==> config.mk <==
export PLATFORM = sky130hd
export DESIGN_NAME = adaptive_load_from_frame_rate
export DESIGN_NICKNAME = d
export VERILOG_FILES = /design/src/sv/alfr_pkg.sv /design/src/sv/alfr_regs.sv /design/src/sv/alfr_ctrl.sv /design/src/sv/alfr_dp.sv /design/src/sv/adaptive_load_from_frame_rate.sv
export SDC_FILE = /design/constraint.sdc
export NUM_CORES = 2
export LEC_CHECK = 0
export BUFFER_PORTS_ARGS = -buffer_cell sky130_fd_sc_hd__buf_2
export CORE_MARGIN = 2
export CORE_UTILIZATION = 55
export DETAILED_ROUTE_END_ITERATION = 6
export PLACE_DENSITY = 0.8
export SKIP_CTS_REPAIR_TIMING = 1
export SYNTH_ARGS = -nofsm -noshare
export SYNTH_HDL_FRONTEND = slang
export SYNTH_SLANG_ARGS = --single-unit
==> constraint.sdc <==
create_clock -name clk -period 12.11 [get_ports clk]
set_input_delay 0.6055 -clock clk [delete_from_list [all_inputs] [get_ports clk]]
set_output_delay 0.6055 -clock clk [all_outputs]
set_load 0.01 [all_outputs]
==> src/sv/alfr_pkg.sv <==
`default_nettype none

package alfr_pkg;

	localparam int RateW   = 16;
	localparam int TimeW   = 20;
	localparam int SumW    = 25;
	localparam int TargetW = 12;
	localparam int TolW    = 10;
	localparam int GainW   = 24;
	localparam int MaxW    = 10;
	localparam int ChangeW = 11;
	localparam int CfgIdxW = 3;
	localparam int CfgW    = 24;
	localparam int DivW    = ChangeW + 16;
	localparam int DivCntW = 5;

	localparam logic [GainW-1:0]   GAIN_MAX   = 24'hFFFFFF;
	localparam logic [GainW-1:0]   GAIN_FLOOR = 24'd41;
	localparam logic [GainW-1:0]   GAIN_RESET = 24'd4096;
	localparam logic [GainW-1:0]   DIP_MAG    = 24'd10;
	localparam logic [DivCntW-1:0] DIV_STEPS  = 5'd27;

	typedef enum logic [CfgIdxW-1:0] {
		REG_TARGET    = 3'd0,
		REG_TOLERANCE = 3'd1,
		REG_INTERVAL  = 3'd2,
		REG_FALLBACK  = 3'd3,
		REG_MAX       = 3'd4
	} reg_idx_t;

	typedef struct packed {
		logic [TargetW-1:0] target_rate;
		logic [TolW-1:0]    rate_tolerance;
		logic [GainW-1:0]   update_interval;
		logic [GainW-1:0]   fallback_gain;
		logic [MaxW-1:0]    max_change;
	} cfg_t;

	typedef struct packed {
		logic load;
		logic clr_time;
		logic clr_await;
		logic gain_fb;
		logic gain_max;
		logic div_start;
		logic mul_start;
		logic finish;
		logic res_zero;
		logic push;
	} cmd_t;

	typedef struct packed {
		logic fire;
		logic awaiting;
		logic small_drop;
		logic zero_drop;
		logic out_range;
		logic div_done;
		logic out_free;
	} status_t;

endpackage

`default_nettype wire

==> src/sv/alfr_regs.sv <==
`default_nettype none

module alfr_regs (
	input  wire logic                         clk,
	input  wire logic                         arst_n,
	input  wire logic                         cfg_we,
	input  wire logic [alfr_pkg::CfgIdxW-1:0] cfg_index,
	input  wire logic [alfr_pkg::CfgW-1:0]    cfg_data,
	output alfr_pkg::cfg_t                    cfg
);
	import alfr_pkg::*;

	cfg_t cfg_q;

	always_ff @(posedge clk or negedge arst_n) begin
		if (!arst_n) begin
			cfg_q.target_rate     <= 12'd60;
			cfg_q.rate_tolerance  <= 10'd5;
			cfg_q.update_interval <= 24'd1000000;
			cfg_q.fallback_gain   <= 24'd4096;
			cfg_q.max_change      <= 10'd100;
		end else if (cfg_we) begin
			case (cfg_index)
				REG_TARGET:    cfg_q.target_rate     <= cfg_data[TargetW-1:0];
				REG_TOLERANCE: cfg_q.rate_tolerance  <= cfg_data[TolW-1:0];
				REG_INTERVAL:  cfg_q.update_interval <= cfg_data[GainW-1:0];
				REG_FALLBACK:  cfg_q.fallback_gain   <= cfg_data[GainW-1:0];
				REG_MAX:       cfg_q.max_change      <= cfg_data[MaxW-1:0];
				default: begin
				end
			endcase
		end
	end

	assign cfg = cfg_q;

endmodule

`default_nettype wire

==> src/sv/alfr_ctrl.sv <==
`default_nettype none

module alfr_ctrl (
	input  wire logic          clk,
	input  wire logic          arst_n,
	input  wire logic          in_valid,
	output logic               in_stall,
	input  wire alfr_pkg::status_t st,
	output alfr_pkg::cmd_t     cmd
);
	import alfr_pkg::*;

	typedef enum logic [2:0] {
		S_IDLE,
		S_EVAL,
		S_DIV,
		S_CHK,
		S_MUL,
		S_OUT
	} state_t;

	state_t state_q;
	logic   stall_q;
	logic   accept;

	assign accept   = in_valid && !stall_q;
	assign in_stall = stall_q;

	always_comb begin
		cmd = '0;
		unique case (state_q)
			S_IDLE: begin
				cmd.load = accept;
			end
			S_EVAL: begin
				if (st.fire) begin
					cmd.clr_time  = 1'b1;
					cmd.clr_await = st.awaiting;
					if (st.awaiting) begin
						if (st.small_drop) begin
							cmd.gain_fb = 1'b1;
						end else if (st.zero_drop) begin
							cmd.gain_max = 1'b1;
						end else begin
							cmd.div_start = 1'b1;
						end
					end
				end else begin
					cmd.res_zero = 1'b1;
				end
			end
			S_DIV: begin
			end
			S_CHK: begin
				if (st.out_range) begin
					cmd.mul_start = 1'b1;
				end else begin
					cmd.res_zero = 1'b1;
				end
			end
			S_MUL: begin
				cmd.finish = 1'b1;
			end
			S_OUT: begin
				cmd.push = st.out_free;
			end
			default: begin
			end
		endcase
	end

	always_ff @(posedge clk or negedge arst_n) begin
		if (!arst_n) begin
			state_q <= S_IDLE;
			stall_q <= 1'b0;
		end else begin
			unique case (state_q)
				S_IDLE: begin
					if (accept) begin
						state_q <= S_EVAL;
						stall_q <= 1'b1;
					end
				end
				S_EVAL: begin
					if (!st.fire) begin
						state_q <= S_OUT;
					end else if (st.awaiting && !st.small_drop && !st.zero_drop) begin
						state_q <= S_DIV;
					end else begin
						state_q <= S_CHK;
					end
				end
				S_DIV: begin
					if (st.div_done) begin
						state_q <= S_CHK;
					end
				end
				S_CHK: begin
					state_q <= st.out_range ? S_MUL : S_OUT;
				end
				S_MUL: begin
					state_q <= S_OUT;
				end
				S_OUT: begin
					if (st.out_free) begin
						state_q <= S_IDLE;
						stall_q <= 1'b0;
					end
				end
				default: begin
					state_q <= S_IDLE;
					stall_q <= 1'b0;
				end
			endcase
		end
	end

endmodule

`default_nettype wire

==> src/sv/alfr_dp.sv <==
`default_nettype none

module alfr_dp (
	input  wire logic                                clk,
	input  wire logic                                arst_n,
	input  wire alfr_pkg::cfg_t                      cfg,
	input  wire alfr_pkg::cmd_t                      cmd,
	output alfr_pkg::status_t                        st,
	input  wire logic [alfr_pkg::RateW-1:0]          frame_rate,
	input  wire logic [alfr_pkg::TimeW-1:0]          frame_time,
	output logic                                     out_valid,
	input  wire logic                                out_stall,
	output logic signed [alfr_pkg::ChangeW-1:0]      load_change
);
	import alfr_pkg::*;

	logic [RateW-1:0]           avg_q;
	logic                       dip_q;
	logic [SumW-1:0]            time_q;
	logic                       await_q;
	logic [RateW-1:0]           rbc_q;
	logic [ChangeW-1:0]         last_q;
	logic [GainW-1:0]           gain_q;
	logic [15:0]                rem_q;
	logic [DivW-1:0]            quo_q;
	logic [DivCntW-1:0]         cnt_q;
	logic                       div_busy_q;
	logic [GainW+RateW-1:0]     prod_q;
	logic                       eneg_q;
	logic [ChangeW-1:0]         res_q;
	logic                       out_valid_q;
	logic [ChangeW-1:0]         out_q;

	logic [RateW:0]             avg_sum;
	logic [SumW:0]              time_sum;
	logic signed [13:0]         low14;
	logic [13:0]                high14;
	logic signed [17:0]         low_b;
	logic [17:0]                high_b;
	logic                       rate_low;
	logic [RateW:0]             drop;
	logic [RateW-1:0]           drop_mag;
	logic [ChangeW-1:0]         last_mag;
	logic [17:0]                trial;
	logic [15:0]                rem_nx;
	logic [DivW-1:0]            quo_nx;
	logic [GainW-1:0]           quo_sat;
	logic [GainW-1:0]           gain_eff;
	logic [RateW:0]             err;
	logic [RateW-1:0]           err_mag;
	logic [GainW-1:0]           mag;
	logic                       force_dip;
	logic [GainW-1:0]           sel_mag;
	logic                       sel_neg;
	logic [MaxW-1:0]            clamped;
	logic [ChangeW-1:0]         change;

	assign avg_sum  = {1'b0, avg_q} + {1'b0, frame_rate};
	assign time_sum = {1'b0, time_q} + {6'b0, frame_time};
	assign low14    = $signed({2'b0, cfg.target_rate}) - $signed({4'b0, cfg.rate_tolerance});
	assign high14   = {2'b0, cfg.target_rate} + {3'b0, cfg.rate_tolerance, 1'b0};
	assign low_b    = {low14, 4'b0};
	assign high_b   = {high14, 4'b0};
	assign rate_low = $signed({2'b0, frame_rate}) < low_b;

	assign drop     = {1'b0, rbc_q} - {1'b0, avg_q};
	assign drop_mag = drop[RateW] ? RateW'(-drop) : drop[RateW-1:0];
	assign last_mag = last_q[ChangeW-1] ? ChangeW'(-last_q) : last_q;

	assign trial   = {1'b0, rem_q, quo_q[DivW-1]} - {2'b0, drop_mag};
	assign rem_nx  = trial[17] ? {rem_q[14:0], quo_q[DivW-1]} : trial[15:0];
	assign quo_nx  = {quo_q[DivW-2:0], !trial[17]};
	assign quo_sat = (|quo_nx[DivW-1:GainW]) ? GAIN_MAX : quo_nx[GainW-1:0];

	assign gain_eff = (gain_q == '0) ? GAIN_FLOOR : gain_q;
	assign err      = {1'b0, avg_q} - {1'b0, cfg.target_rate, 4'b0};
	assign err_mag  = err[RateW] ? RateW'(-err) : err[RateW-1:0];

	assign mag       = prod_q[GainW+RateW-1:RateW];
	assign force_dip = dip_q && !eneg_q && (mag != '0);
	assign sel_mag   = force_dip ? DIP_MAG : mag;
	assign sel_neg   = force_dip || eneg_q;
	assign clamped   = (sel_mag > {14'b0, cfg.max_change}) ? cfg.max_change : sel_mag[MaxW-1:0];
	assign change    = sel_neg ? ChangeW'(-{1'b0, clamped}) : {1'b0, clamped};

	assign st.fire       = time_q > {1'b0, cfg.update_interval};
	assign st.awaiting   = await_q;
	assign st.small_drop = {drop_mag, 8'b0} < cfg.fallback_gain;
	assign st.zero_drop  = drop_mag == '0;
	assign st.out_range  = ($signed({2'b0, avg_q}) < low_b) || ({2'b0, avg_q} > high_b);
	assign st.div_done   = div_busy_q && (cnt_q == DivCntW'(1));
	assign st.out_free   = !out_valid_q || !out_stall;

	always_ff @(posedge clk or negedge arst_n) begin
		if (!arst_n) begin
			avg_q       <= '0;
			dip_q       <= 1'b0;
			time_q      <= '0;
			await_q     <= 1'b0;
			rbc_q       <= '0;
			last_q      <= '0;
			gain_q      <= GAIN_RESET;
			div_busy_q  <= 1'b0;
			cnt_q       <= '0;
			out_valid_q <= 1'b0;
		end else begin
			if (cmd.load) begin
				avg_q  <= avg_sum[RateW:1];
				time_q <= time_sum[SumW] ? {SumW{1'b1}} : time_sum[SumW-1:0];
				if (rate_low) begin
					dip_q <= 1'b1;
				end
			end
			if (cmd.clr_time) begin
				time_q <= '0;
			end
			if (cmd.clr_await) begin
				await_q <= 1'b0;
			end
			if (cmd.gain_fb) begin
				gain_q <= cfg.fallback_gain;
			end
			if (cmd.gain_max) begin
				gain_q <= GAIN_MAX;
			end
			if (cmd.div_start) begin
				div_busy_q <= 1'b1;
				cnt_q      <= DIV_STEPS;
			end else if (div_busy_q) begin
				cnt_q <= cnt_q - DivCntW'(1);
				if (cnt_q == DivCntW'(1)) begin
					div_busy_q <= 1'b0;
					gain_q     <= quo_sat;
				end
			end
			if (cmd.finish) begin
				last_q  <= change;
				rbc_q   <= avg_q;
				await_q <= 1'b1;
				if (force_dip) begin
					dip_q <= 1'b0;
				end
			end
			if (cmd.push) begin
				out_valid_q <= 1'b1;
			end else if (!out_stall) begin
				out_valid_q <= 1'b0;
			end
		end
	end

	always_ff @(posedge clk) begin
		if (cmd.div_start) begin
			rem_q <= '0;
			quo_q <= {last_mag, 16'b0};
		end else if (div_busy_q) begin
			rem_q <= rem_nx;
			quo_q <= quo_nx;
		end
		if (cmd.mul_start) begin
			prod_q <= (GainW+RateW)'(gain_eff) * (GainW+RateW)'(err_mag);
			eneg_q <= err[RateW];
		end
		if (cmd.res_zero) begin
			res_q <= '0;
		end else if (cmd.finish) begin
			res_q <= change;
		end
		if (cmd.push) begin
			out_q <= res_q;
		end
	end

	assign out_valid   = out_valid_q;
	assign load_change = $signed(out_q);

endmodule

`default_nettype wire

==> src/sv/adaptive_load_from_frame_rate.sv <==
// Load controller that suggests a change of rendering load from measured frame rates.
// Input channel (in_valid / in_stall): one beat per frame carries frame_rate (Q12.4)
// and frame_time in microseconds. Output channel (out_valid / out_stall): exactly
// one beat per input beat carries the signed load_change, zero when no change is due.
// Configuration is written through cfg_we, cfg_index and cfg_data, by the user only
// while the block is idle (the block does not enforce it); unknown indexes are ignored.
// The block works on one frame at a time. A frame that does not close an update
// interval goes straight to the output stage. A frame that closes an interval may
// re-estimate the gain with the 27-step bit-serial divider and, when the average is
// out of range, goes through the multiply and clamp steps.
// A new frame is taken in the cycle after its predecessor's result moves into the
// output register, so a finished result may still wait there while the next
// frame is at work. If the receiver stalls, the result holds steady and the block
// waits with its next result until the output register is free.
// Reset clears the rate average, time sum, dip flag and pending measurement,
// sets the gain to one load unit per frame rate and loads the register defaults.
`default_nettype none

module adaptive_load_from_frame_rate (
	input  wire logic                           clk,
	input  wire logic                           arst_n,
	input  wire logic                           cfg_we,
	input  wire logic [alfr_pkg::CfgIdxW-1:0]   cfg_index,
	input  wire logic [alfr_pkg::CfgW-1:0]      cfg_data,
	input  wire logic                           in_valid,
	output logic                                in_stall,
	input  wire logic [alfr_pkg::RateW-1:0]     frame_rate,
	input  wire logic [alfr_pkg::TimeW-1:0]     frame_time,
	output logic                                out_valid,
	input  wire logic                           out_stall,
	output logic signed [alfr_pkg::ChangeW-1:0] load_change
);
	import alfr_pkg::*;

	cfg_t    cfg;
	cmd_t    cmd;
	status_t st;

	alfr_regs u_regs (
		.clk       (clk),
		.arst_n    (arst_n),
		.cfg_we    (cfg_we),
		.cfg_index (cfg_index),
		.cfg_data  (cfg_data),
		.cfg       (cfg)
	);

	alfr_ctrl u_ctrl (
		.clk      (clk),
		.arst_n   (arst_n),
		.in_valid (in_valid),
		.in_stall (in_stall),
		.st       (st),
		.cmd      (cmd)
	);

	alfr_dp u_dp (
		.clk         (clk),
		.arst_n      (arst_n),
		.cfg         (cfg),
		.cmd         (cmd),
		.st          (st),
		.frame_rate  (frame_rate),
		.frame_time  (frame_time),
		.out_valid   (out_valid),
		.out_stall   (out_stall),
		.load_change (load_change)
	);

endmodule

`default_nettype wire

==> impl_metrics.env <==
export IMPL_rsz0062_at_grt="false"
export IMPL_layout_drive_gt1_share_pct=8.84
export IMPL_dieArea_mm2=0.0583
export IMPL_worst_skew_pair_late_latency_ps=590
export IMPL_synth_cells=3466
export IMPL_outcome="completed"
export IMPL_route_detailed_drc=0
export IMPL_tightest_slew_ps=1150
export IMPL_cts_max_path_buffers=3
export IMPL_drv_cap=0
export IMPL_grt_max_degree=121
export IMPL_final_setup_viol_count=0
export IMPL_ys_flop_type="dfrtp_1"
export IMPL_ant_nets=0
export IMPL_timing_final_crit_share_pct=85.8
export IMPL_fin_crit_ps=10400
export IMPL_end_kind="flop"
export IMPL_synth_top_area_share_pct=20.2
export IMPL_portBuffers=80
export IMPL_cp_start_kind="flop"
export IMPL_rows=86
export IMPL_ys_seq_area_share_pct=22.3
export IMPL_die_w_um=241
export IMPL_slew_headroom_pct=23.1
export IMPL_fillCellCount=4651
export IMPL_cts_buffers_inserted=29
export IMPL_path_buf_inv=2
export IMPL_syn_nets=4143
export IMPL_htreeDepth=1
export IMPL_hold_violations=0
export IMPL_cp_required_ps=12450
export IMPL_setup_tns_final_ps=0
export IMPL_syn2layout_area_growth_pct=7.35
export IMPL_final_common_cell="inv_1"
export IMPL_synth_area_leaders="fa_1 (20%), dfrtp_1 (13%), ha_1 (12%)"
export IMPL_multi_input_area_mm2=0.0217
export IMPL_dp_hpwl_mm=60.9
export IMPL_vias=25000
export IMPL_yosys_warnings=0
export IMPL_setup_worst_path_class="reg -> reg"
export IMPL_hp_class="in -> async"
export IMPL_antenna_found_initial=3
export IMPL_fin_nets=4148
export IMPL_crit_family="adder cells"
export IMPL_ios=81
export IMPL_yosys_area_top_type="fa_1"
export IMPL_crit_fanout=12
export IMPL_async_flop_share_pct=67.3
export IMPL_die_h_um=241
export IMPL_post_place_ws_ps=1860
export IMPL_yosys_register_bits=275
export IMPL_dp_cells=4188
export IMPL_gp_congestion=0.948
export IMPL_slew_violations=0
export IMPL_fmax_mhz=96.2
export IMPL_core_mm2=0.0554
export IMPL_cts_tree="built"
export IMPL_seq_area_mm2=0.00693
export IMPL_crit_path_top_delay_cell="xor2_1"
export IMPL_cts_sinks=275
export IMPL_drtPass1Iterations=6
export IMPL_wl_mm=80.9
export IMPL_syn_area_mm2=0.0310
export IMPL_start_util_pct=55.9
export IMPL_cp_arrival_ps=10730
export IMPL_synth_edf_count=47
export IMPL_final_cell_mix="inv_1 (501), nand2_1 (457), fa_1 (312)"
export IMPL_synthDistinctLibCells=100
export IMPL_finClkSkew_ps=16.8
export IMPL_cts_root_buf="clkbuf_16"
export IMPL_avgRoutedWirePerCell_um=19.1
export IMPL_grt_pass1_wl_mm=132
export IMPL_via_per_inst=5.89
export IMPL_clkSlewWorstSetupHoldPaths_ps=70
export IMPL_finalWorstSetupSlack_ps=1710
export IMPL_cp_common_cell="fa_1"
export IMPL_stdcell_count=4244
export IMPL_syn_avg_cell_area_um2=8.94
export IMPL_first_global_vias=25100
export IMPL_track_usage_pct=28.7
export IMPL_gr_total_overflow=0
export IMPL_drtIter0Drc=2221
export IMPL_cp_slowest_stage_delay_ps=820
[cells in the mapped netlist (31+ instances only)]
cell type / n
o21a_1: 36
and2_1: 128
xor2_1: 51
a21oi_1: 151
dfxtp_1: 43
nor2b_1: 46
o21ai_0: 192
edfxtp_1: 47
clkbuf_1: 122
fa_1: 312
mux2i_1: 48
ha_1: 297
inv_1: 501
nor3_1: 34
nor2_1: 174
nand2_1: 458
xnor2_1: 90
a21o_1: 49
dfrtp_1: 167
nand3_1: 41
a31oi_1: 33
nand2b_1: 36
mux2_2: 31
[worst register-to-register path, delay by kind of cell (launching register included)]
kind | cells | cell delay (ps)
adders and majority gates | 9 | 4160
xor gates and xnor gates | 2 | 960
DFF | 1 | 370
and+or+nand+nor | 4 | 1020
buffers and inverters | 2 | 150
AOI/OAI and AO/OA | 14 | 3470
[final cells by class]
cell class | instances | share of cell area, %
clock buffers | 33 | 2.35
flip-flops and latches | 275 | 20.8
diodes | 2 | 0.0150
well taps | 748 | 2.81
repair buffers | 117 | 2.07
multi-input cells | 2546 | 65.2
inverters | 502 | 5.67
clock inverters | 21 | 1.03
[flip-flops by register name, summed over array words and instances, names as in the netlist]
signal            cells
u_ctrl.state_q        3
u_dp.quo_q           27
u_dp.div_busy_q       1
u_dp.load_change     11
u_dp.time_q          25
u_dp.cnt_q            5
u_dp.res_q           11
u_ctrl.in_stall       1
u_dp.dip_q            1
u_dp.out_valid        1
u_dp.avg_q           16
u_dp.rbc_q           16
u_dp.last_q          11
u_dp.rem_q           16
u_dp.prod_q          24
u_dp.await_q          1
u_dp.eneg_q           1
u_dp.gain_q          24
u_regs.cfg           80
[worst paths after layout]
check	slack, ps	to	from	cells after the start
setup reg to reg	1710	u_dp.prod_q[38]	u_dp.avg_q[4]	31
setup / recovery	1710	u_dp.prod_q[38]	u_dp.avg_q[4]	31
hold / removal	170	u_dp.time_q[10]	arst_n	1
hold reg to reg	430	u_dp.load_change[5]	u_dp.res_q[5]	0
max in group asynchronous	10410	u_dp.div_busy_q	arst_n	2
min in group clk	260	u_regs.cfg[50]	cfg_data[16]	3
[kinds of logic (layout without fill, tap and decap cells)]
kind of cell	Yosys count	after routing	share of synthesized area, %
buf+inv	645	673	8.01
mux	81	81	2.76
other cells	0	2	0
fa+ha+maj	609	609	32.2
xor+xnor	142	142	4.04
flops	275	275	22.3
compound gates	667	667	14.7
simple gates	1047	1047	16.0
[metrics by stage]
stage | cell area, µm² | util, % | hold WS, ps
after floorplan | 31000 | - | 310
after detailed placement | 32100 | 58.0 | 417
final | 33300 | 60.0 | 173
after global placement | 32100 | 58.0 | 412
after global routing | 33300 | 60.0 | 244
after CTS | 33300 | 60.0 | 209
[layer usage]
| layer | GRT usage (%) | vias to the layer above | wire length (µm) | share of wire (%) |
|---|---|---|---|---|
| met2 | 46.0 | 1015 | 37300 | 46 |
| met3 | 5.42 | 196 | 6960 | 8.6 |
| met4 | 11.4 | 4 | 3140 | 3.9 |
| met5 | 0 | - | 22 | 0.027 |
| li1 | - | 11500 | - | - |
| met1 | 38.5 | 12300 | 33500 | 41 |
Power is not shown: default switching activity piles up to over one toggle a cycle in this logic, so the estimate is an artifact.
